==> config.mk <==
export PLATFORM = sky130hd
export DESIGN_NAME = base64url_stream_decoder
export DESIGN_NICKNAME = d
export VERILOG_FILES = /design/src/hdl/b64d_pkg.sv /design/src/hdl/b64d_decode.sv /design/src/hdl/base64url_stream_decoder.sv
export SDC_FILE = /design/constraint.sdc
export NUM_CORES = 1
export LEC_CHECK = 0
export BUFFER_PORTS_ARGS = -buffer_cell sky130_fd_sc_hd__buf_2
export CORE_AREA = 8 8 142 144
export CTS_BUF_LIST = sky130_fd_sc_hd__clkbuf_16
export DETAILED_ROUTE_END_ITERATION = 10
export DIE_AREA = 0 0 150 152
export PLACE_DENSITY = 0.68
export SYNTH_ARGS = -nofsm -noshare
export SYNTH_HDL_FRONTEND = slang
export SYNTH_SLANG_ARGS = --single-unit
==> constraint.sdc <==
create_clock -name clock -period 22.2 [get_ports clock]
set_clock_uncertainty 0.05 [all_clocks]
set_input_delay 1.11 -clock clock [delete_from_list [all_inputs] [get_ports clock]]
set_output_delay 1.11 -clock clock [all_outputs]
set_load 0.005 [all_outputs]
==> src/hdl/b64d_pkg.sv <==
// b64d_pkg: shared types, constants and the character map of the base64url decoder.
// No dependencies; imported by b64d_decode and base64url_stream_decoder.
package b64d_pkg;

   localparam int CapBits = 24;
   localparam logic [CapBits-1:0] CapReset = 24'd1048640;

   localparam logic [6:0] SextetInvalid = 7'd64;
   localparam logic [6:0] SextetDash = 7'd62;
   localparam logic [6:0] SextetUnderscore = 7'd63;
   localparam logic [6:0] LowerBase = 7'd26;
   localparam logic [6:0] DigitBase = 7'd52;

   // pending group of up to three sextets, newest in the low bits
   typedef struct packed {
      logic [17:0] sextets;
      logic [1:0] fill;
      logic skipping;
   } group_state_type;

   // up to three results caused by one character; bytes[0] goes out first
   typedef struct packed {
      logic [2:0][7:0] bytes;
      logic [1:0] count;
      logic error;
      logic last;
   } result_set_type;

   function automatic logic [6:0] sextet_of(input logic [7:0] c);
      logic [6:0] v;
      v = SextetInvalid;
      if (c >= 8'h41 && c <= 8'h5a) begin            // A..Z
         v = 7'(c - 8'h41);
      end else if (c >= 8'h61 && c <= 8'h7a) begin   // a..z
         v = 7'(c - 8'h61) + LowerBase;
      end else if (c >= 8'h30 && c <= 8'h39) begin   // 0..9
         v = 7'(c - 8'h30) + DigitBase;
      end else if (c == 8'h2d) begin                 // '-'
         v = SextetDash;
      end else if (c == 8'h5f) begin                 // '_'
         v = SextetUnderscore;
      end
      return v;
   endfunction

endpackage

==> src/hdl/b64d_decode.sv <==
// b64d_decode: combinational decode of one character against the group state.
// Depends on b64d_pkg.
module b64d_decode #(
   parameter int COUNT_BITS = 24
) (
   input  logic [7:0]                      in_char,
   input  logic                            in_last,
   input  b64d_pkg::group_state_type       state_cur,
   input  logic [COUNT_BITS-1:0]           emitted_cur,
   input  logic [b64d_pkg::CapBits-1:0]    capacity,
   output b64d_pkg::group_state_type       state_nxt,
   output logic [COUNT_BITS-1:0]           emitted_nxt,
   output b64d_pkg::result_set_type        results
);
   import b64d_pkg::*;

   localparam int CW = (COUNT_BITS > CapBits) ? COUNT_BITS : CapBits;
   localparam logic [CW:0] CountMax =
      {{(CW + 1 - COUNT_BITS){1'b0}}, {COUNT_BITS{1'b1}}};

   logic [6:0]  sextet;
   logic [23:0] acc;
   logic [2:0]  cnt;
   logic [1:0]  need;
   logic [CW:0] cap_ext;
   logic [CW:0] cap_eff;
   logic [CW:0] total;
   logic        fail;
   logic        emit;
   logic [2:0][7:0] bytes;

   assign sextet  = sextet_of(in_char);
   assign acc     = {state_cur.sextets, sextet[5:0]};
   assign cnt     = {1'b0, state_cur.fill} + 3'd1;
   assign cap_ext = (CW + 1)'(capacity);
   assign cap_eff = (cap_ext < CountMax) ? cap_ext : CountMax;
   assign total   = (CW + 1)'(emitted_cur) + (CW + 1)'(need);

   always_comb begin
      need  = 2'd0;
      bytes = '0;
      emit  = 1'b0;
      fail  = 1'b0;
      if (sextet == SextetInvalid) begin
         fail = 1'b1;
      end else if (cnt == 3'd4) begin
         need  = 2'd3;
         emit  = 1'b1;
         bytes = {acc[7:0], acc[15:8], acc[23:16]};
      end else if (in_last) begin
         if (cnt == 3'd1) begin
            fail = 1'b1;
         end else if (cnt == 3'd2) begin
            need  = 2'd1;
            emit  = 1'b1;
            bytes = {8'h00, 8'h00, acc[11:4]};
         end else begin
            need  = 2'd2;
            emit  = 1'b1;
            bytes = {8'h00, acc[9:2], acc[17:10]};
         end
      end
      if (emit && total > cap_eff) begin
         fail = 1'b1;
         emit = 1'b0;
      end
   end

   always_comb begin
      state_nxt   = state_cur;
      emitted_nxt = emitted_cur;
      results     = '0;
      if (state_cur.skipping) begin
         if (in_last) begin
            state_nxt   = '0;
            emitted_nxt = '0;
         end
      end else if (fail) begin
         state_nxt          = '0;
         state_nxt.skipping = ~in_last;
         emitted_nxt        = '0;
         results.count      = 2'd1;
         results.error      = 1'b1;
         results.last       = 1'b1;
      end else if (emit) begin
         state_nxt     = '0;
         emitted_nxt   = in_last ? '0 : total[COUNT_BITS-1:0];
         results.bytes = bytes;
         results.count = need;
         results.last  = in_last;
      end else begin
         state_nxt.sextets = acc[17:0];
         state_nxt.fill    = cnt[1:0];
      end
   end

endmodule

==> src/hdl/base64url_stream_decoder.sv <==
// Each input-stage character decodes combinationally; its results register as it advances.
// Throughput: one character per cycle; results leave one per rsp transaction, up to three
// per character. A second result-set register takes a new set while the three bytes of a
// group still drain, so the input stalls only when both hold results, i.e. when results
// come faster than one per cycle or the receiver stalls.
// Reset (synchronous): empties all stages, clears group state, capacity to 1048640.
// base64url_stream_decoder: top level; depends on b64d_pkg and b64d_decode.
module base64url_stream_decoder #(
   parameter int COUNT_BITS = 24
) (
   input  logic                          clock,
   input  logic                          reset,
   // character stream
   input  logic                          req_valid,
   output logic                          req_stall,
   input  logic [7:0]                    req_in_char,
   input  logic                          req_in_last,
   // decoded bytes
   output logic                          rsp_valid,
   input  logic                          rsp_stall,
   output logic [7:0]                    rsp_out_byte,
   output logic                          rsp_out_error,
   output logic                          rsp_out_last,
   // capacity register write
   input  logic                          csr_valid,
   output logic                          csr_ready,
   input  logic [b64d_pkg::CapBits-1:0]  csr_output_capacity
);
   import b64d_pkg::*;

   // capacity register
   logic [CapBits-1:0] cap_ff, cap_in;

   // input stage
   logic       a_valid_ff, a_valid_in;
   logic [7:0] a_char_ff, a_char_in;
   logic       a_last_ff, a_last_in;

   // stream state
   group_state_type        st_ff, st_in, st_dec;
   logic [COUNT_BITS-1:0]  emitted_ff, emitted_in, emitted_dec;

   // result buffer; count is the number of results still to leave
   result_set_type buf_ff, buf_in;
   // next result set, waiting for the buffer to empty
   result_set_type hold_ff, hold_in;
   result_set_type dec_res;

   logic req_take;
   logic rsp_take;
   logic buf_free;
   logic hold_free;
   logic direct;
   logic advance;

   b64d_decode #(
      .COUNT_BITS (COUNT_BITS)
   ) u_decode (
      .in_char     (a_char_ff),
      .in_last     (a_last_ff),
      .state_cur   (st_ff),
      .emitted_cur (emitted_ff),
      .capacity    (cap_ff),
      .state_nxt   (st_dec),
      .emitted_nxt (emitted_dec),
      .results     (dec_res)
   );

   // Handshakes. User keeps register writes to idle times; not enforced, so always ready.
   assign csr_ready = 1'b1;
   assign rsp_valid = (buf_ff.count != 2'd0);
   assign rsp_take  = rsp_valid & ~rsp_stall;
   assign req_take  = req_valid & ~req_stall;

   // Buffer can take a new result set when empty or when its final entry leaves now.
   assign buf_free  = (buf_ff.count == 2'd0) || (rsp_take && buf_ff.count == 2'd1);
   // Hold register is free when empty or when its set moves to the buffer now.
   assign hold_free = (hold_ff.count == 2'd0) || buf_free;
   // A character that causes no result never waits on the output side.
   assign advance   = a_valid_ff && (dec_res.count == 2'd0 || hold_free);
   // fresh results skip the hold register when nothing is queued ahead of them
   assign direct    = advance && dec_res.count != 2'd0 && buf_free &&
                      hold_ff.count == 2'd0;
   assign req_stall = a_valid_ff & ~advance;

   assign rsp_out_byte  = buf_ff.bytes[0];
   assign rsp_out_error = buf_ff.error;
   assign rsp_out_last  = buf_ff.last && (buf_ff.count == 2'd1);

   always_comb begin
      cap_in = cap_ff;
      if (csr_valid && csr_ready) begin
         cap_in = csr_output_capacity;
      end

      a_valid_in = a_valid_ff & ~advance;
      a_char_in  = a_char_ff;
      a_last_in  = a_last_ff;
      if (req_take) begin
         a_valid_in = 1'b1;
         a_char_in  = req_in_char;
         a_last_in  = req_in_last;
      end

      st_in      = st_ff;
      emitted_in = emitted_ff;
      if (advance) begin
         st_in      = st_dec;
         emitted_in = emitted_dec;
      end

      buf_in = buf_ff;
      if (buf_free && hold_ff.count != 2'd0) begin
         buf_in = hold_ff;
      end else if (direct) begin
         buf_in = dec_res;
      end else if (rsp_take) begin
         // shift the next byte to the head
         buf_in.bytes = {8'h00, buf_ff.bytes[2], buf_ff.bytes[1]};
         buf_in.count = buf_ff.count - 2'd1;
      end

      hold_in = hold_ff;
      if (buf_free) begin
         hold_in = '0;
      end
      if (advance && dec_res.count != 2'd0 && !direct) begin
         hold_in = dec_res;
      end
   end

   always_ff @(posedge clock) begin
      if (reset) begin
         cap_ff     <= CapReset;
         a_valid_ff <= 1'b0;
         st_ff      <= '0;
         emitted_ff <= '0;
         buf_ff     <= '0;
         hold_ff    <= '0;
      end else begin
         cap_ff     <= cap_in;
         a_valid_ff <= a_valid_in;
         st_ff      <= st_in;
         emitted_ff <= emitted_in;
         buf_ff     <= buf_in;
         hold_ff    <= hold_in;
      end
   end

   // payload only, no reset
   always_ff @(posedge clock) begin
      a_char_ff <= a_char_in;
      a_last_ff <= a_last_in;
   end

   // error results are single, zero and terminate the stream
   assert property (@(posedge clock) disable iff (reset)
      rsp_valid && rsp_out_error |-> rsp_out_last && rsp_out_byte == 8'h00 &&
                                     buf_ff.count == 2'd1)
      else $error("error result malformed");

   // while skipping no group or byte count is kept
   assert property (@(posedge clock) disable iff (reset)
      st_ff.skipping |-> st_ff.fill == 2'd0 && emitted_ff == '0)
      else $error("state left over while skipping");

   // a character that decodes to results has them queued in the next cycle
   assert property (@(posedge clock) disable iff (reset)
      advance && dec_res.count != 2'd0 |=> rsp_valid &&
         (buf_ff.count == $past(dec_res.count) || hold_ff.count == $past(dec_res.count)))
      else $error("decoded results not loaded");

   // the hold register only fills behind a busy buffer
   assert property (@(posedge clock) disable iff (reset)
      hold_ff.count != 2'd0 |-> buf_ff.count != 2'd0)
      else $error("held results with empty buffer");

   // the input stage never drops a pending character
   assert property (@(posedge clock) disable iff (reset)
      a_valid_ff && !advance |=> a_valid_ff && $stable(a_char_ff) && $stable(a_last_ff))
      else $error("pending character lost");

endmodule
==> results by stage <==
Outcome:
- The flow ran to the end, and the final reports show no timing, DRC or antenna violations.

Synthesis:
- The area share of the largest cell type after synthesis is between 30 and 40%.
- Averaged over all synthesized cells, the footprint is between 8 and 9 um2.
- The count of unique library cells instantiated by Yosys is 81.
- Synthesis inferred 135 register bits.
- In the post-synthesis netlist, the biggest area contributors are sky130_fd_sc_hd__dfxtp_1, sky130_fd_sc_hd__ha_1, sky130_fd_sc_hd__mux2i_1.
- After synthesis, flip-flops and latches occupy a little over a third of the total area.
- The synthesized instance count is 886.
- By count the netlist is led by sky130_fd_sc_hd__dfxtp_1, sky130_fd_sc_hd__nand2_1, sky130_fd_sc_hd__nor2_1, sky130_fd_sc_hd__nand3_1, sky130_fd_sc_hd__inv_1.
- In the synthesized netlist the async set-or-reset flop fraction comes to 0%.
- Of the total synthesized cell area, the portion taken by full adders, half adders and majority gates is roughly 6.8%.
- The count of flip-flops with a built-in enable after synthesis is 9.
- The multiplexer area fraction after synthesis is roughly 4.6%.
- The xor-xnor portion of the synthesized cell area is 2.28%.
- Yosys instantiated no cell more often than sky130_fd_sc_hd__dfxtp_1.
- The Yosys step of the flow raised 0 warnings.
- The biggest area contributor in the post-synthesis netlist is sky130_fd_sc_hd__dfxtp_1.
- The synthesized netlist devotes 23.0% of its cell area to compound gates.
- Synthesis produced a netlist with a net count of slightly below 1000.
- The main combinational cell family by area after synthesis is compound AO/OA/AOI/OAI gates.
- The post-synthesis share of cell area spent on and, or, nand and nor gates is 20.8%.
- The mapped netlist covers 7700 um2.
- Among all flip-flop cells after synthesis, the most frequent one is sky130_fd_sc_hd__dfxtp_1.

Clock network:
- The later pin in the worst-skew pair is clocked with a latency of 430 ps.
- The number of CTS-inserted buffers is 17.
- The longest clock path from root to sink contains 2 buffers.
- The TritonCTS clock tree is done.
- After clock tree synthesis, the flow added hold-fix buffers numbering 0.
- The CTS H-tree depth is 4.
- The number of setup buffers added after CTS is 0.
- The number of resized instances in the post-cts repair step is 0.
- The count of clock tree sinks is 135.
- The cell chosen for the clock root is sky130_fd_sc_hd__clkbuf_16.
- The clock-pin slew on the worst setup and hold paths is 60 ps.

Critical path:
- STA classifies the critical path startpoint as a flop.
- The required arrival time at the worst endpoint is 21040 ps.
- The highest cell delay on the worst timing path is ~530 ps.
- Along the worst path, the maximum fanout reaches 10.
- The buffering stage count on the worst path with inverters included is 2.
- The path type of the worst setup path is reg -> out.
- The critical path crosses 25 cells after its start point.
- The worst reg2reg path depth is 26.
- The data arrival time of the critical path is between 7000 and 8000 ps.
- For flop-to-flop paths, the worst setup slack is 13780 ps.
- Broken down by cell family, the worst path's largest delay share belongs to simple AND/OR/NAND/NOR gates.
- The largest individual stage delay along the critical path comes from the cell sky130_fd_sc_hd__edfxtp_1.
- The kind of end point of the critical path is an output port.

STA:
- The total count of max-transition violations in the final report is 0.
- Measured against its own limit, the worst slew margin works out to between 20 and 25%.
- Setup violations remaining at the end of the flow were counted as 0.
- The slew of the pin with the lowest slew margin is 1150 ps.
- The timing-limited maximum frequency is 112 MHz.
- Setup repair after global routing left no endpoint under its margin.
- The final critical delay including setup and external delays is 8900 ps.
- In the finished design, the share of the clock period the worst path needs comes to 40.1%.
- Setup total negative slack on the finished layout was measured at 0 ps.
- The count of endpoints failing hold in the final timing report is 0.

Global route:
- The aggregate global-route resource usage is 17.3%.
- Summed over all layers, the global routing overflow is 0.
- The number of antenna violations at the first check in global routing is 0.
- The pin count of the biggest net entering global routing is 49.
- The via count of the first global-routing pass was 6283.
- The first global-routing pass estimated 32.2 mm of wire.

Hold path:
- In this run the worst hold path is classified as reg -> reg.
- The hold path depth is 2.

Power:
- The standby leakage power is 3.39 nW.
- The maximum resistive drop on vdd is 55.5 uV.
- For this design the ratio of total power to cell area is 79.2 nW/um2.

Finish:
- The register area is 2790 um2.
- The net total in the final layout is about 990.
- The post-route netlist has about 14% of its cells at a drive strength greater than 1.
- Fill cells in the final layout number 1704.
- The number of inserted diodes is 0.
- For this run, the number of standard cells in the final layout without fillers is about 1200.
- The total area of multi-input combinational cells is 4440 um2.
- The area overhead of the layout relative to synthesis is 11.5%.

Floorplanning:
- The number of rows created at floorplan is 49.
- The floorplan step set the die height to 152 um.
- The die is around 150 um wide.
- The I/O pin count is 51.
- The effective utilization at floorplan is 43.3%.
- The die covers 22800 um2.
- The core area is between 15000 and 20000 um2.

Route:
- Before antenna repair, the detailed router went through 5 iterations.
- The count of nets left with antenna violations after detail routing is 0.
- Dividing the detail-routed wire length by the instance count gives 17.2 um.
- In this run, the number of DRC markers left after iteration 0 of detailed routing was between 400 and 500.
- After detailed routing, the number of remaining DRC violations is 0.
- The average via count per standard cell is 5.77.
- The total wire length is 19.8 mm.
- The via count of the routed design is 6640.

Job:
- The number of max-cap violations is 0.

Placed design:
- Once placement completed, the tool counted placed cells totaling 1118.
- The count of buffers added on input and output ports is 49.
- Detailed placement ended at an HPWL of 14.2 mm.
- The routability-driven placement congestion ratio is 0.886.
[worst register-to-register path: stages (launching register included)]
cell,delay (ps)
sky130_fd_sc_hd__edfxtp_1,530
sky130_fd_sc_hd__inv_1,160
sky130_fd_sc_hd__ha_1,260
sky130_fd_sc_hd__a21o_1,200
sky130_fd_sc_hd__o211ai_1,240
sky130_fd_sc_hd__and3_1,310
sky130_fd_sc_hd__o32ai_1,470
sky130_fd_sc_hd__nand4_1,470
sky130_fd_sc_hd__and2_1,330
sky130_fd_sc_hd__ha_1,280
sky130_fd_sc_hd__a21o_1,130
sky130_fd_sc_hd__nand4_1,200
sky130_fd_sc_hd__nor2_1,240
sky130_fd_sc_hd__nand2_1,160
sky130_fd_sc_hd__or2_2,330
sky130_fd_sc_hd__and2_1,170
sky130_fd_sc_hd__or2_2,290
sky130_fd_sc_hd__ha_1,310
sky130_fd_sc_hd__nand4_1,150
sky130_fd_sc_hd__nor4_1,390
sky130_fd_sc_hd__o41ai_1,150
sky130_fd_sc_hd__a31oi_1,530
sky130_fd_sc_hd__nor3_2,260
sky130_fd_sc_hd__o311ai_4,360
sky130_fd_sc_hd__nand3_2,490
sky130_fd_sc_hd__nor2_2,700
sky130_fd_sc_hd__a22o_1,220
[layer usage]
layer | part of all wire (%) | GRT usage (%) | vias to the layer above | wire length [um]
li1 | - | - | 3268 | -
met1 | 46 | 23.0 | 3136 | 9050
met2 | 47 | 27.6 | 220 | 9300
met3 | 5.8 | 3.74 | 16 | 1140
met4 | 1.3 | 5.00 | 0 | 257
met5 | 0 | 0 | - | 0
[registers in the layout (all words and copies together), names as in the netlist]
name and count:
a_char_ff 8, a_last_ff 1, a_valid_ff 1, buf_ff 19, cap_ff 24, emitted_ff 24, hold_ff 28, rsp_out_byte 8
rsp_out_error 1, st_ff 21
[final cells by class]
type / instances / share of cell area [%]
clock inverter: 15 / 2.11
sequential: 135 / 32.5
inverter: 50 / 2.19
clock buffer: 17 / 4.96
multi-input combinational: 651 / 51.7
timing repair buffer: 53 / 3.21
tap: 229 / 3.34
[path summary, 6_finish.rpt]
check,end,from
worst min register to register,hold_ff[13],hold_ff[13]
worst min-delay path,hold_ff[13],hold_ff[13]
worst max register to register,emitted_ff[14],a_char_ff[2]
worst max-delay path,req_stall,a_char_ff[2]
[logic make-up after synthesis]
family          after synthesis
simple gates                325
compound gates              229
flops                       135
buf+inv                     100
fa+ha+maj                    41
mux                          35
xor+xnor                     20
other cells                   1
[through the flow]
| step | hold slack [ps] | setup slack [ps] | util [%] | power, mW | area [um2] |
|---|---|---|---|---|---|
| floorplan | 361 | 14960 | - | 0.366 | 7700 |
| global placement | 386 | 14100 | 44.9 | 0.390 | 7980 |
| detailed placement | 394 | 13900 | 44.9 | 0.392 | 7980 |
| CTS | 404 | 13420 | 48.3 | 0.683 | 8580 |
| global route | 417 | 12680 | 48.3 | 0.709 | 8580 |
| finish | 404 | 13300 | 48.3 | 0.680 | 8580 |
[report_power, final]
part / switching, mW / internal (mW)
registers: 0.0102 / 0.259
clock network: 0.123 / 0.170
logic: 0.0782 / 0.0400
total: 0.211 / 0.469
[layout by cell type, fill, tap and decap left out, types with 12 or more instances in the layout]
cell and n:
sky130_fd_sc_hd__a221oi_1 12, sky130_fd_sc_hd__xnor2_1 13, sky130_fd_sc_hd__inv_1 50, sky130_fd_sc_hd__a22o_1 26, sky130_fd_sc_hd__nand4_1 15, sky130_fd_sc_hd__buf_2 49, sky130_fd_sc_hd__nor2_1 79, sky130_fd_sc_hd__mux2i_1 34
sky130_fd_sc_hd__o21ai_1 16, sky130_fd_sc_hd__nand3_1 51, sky130_fd_sc_hd__a21oi_1 45, sky130_fd_sc_hd__nor3_1 25, sky130_fd_sc_hd__dfxtp_1 126, sky130_fd_sc_hd__o21ai_0 27, sky130_fd_sc_hd__nand2_1 88, sky130_fd_sc_hd__clkbuf_16 17
sky130_fd_sc_hd__ha_1 40
No activity file was read; power rests on OpenSTA's default activity.
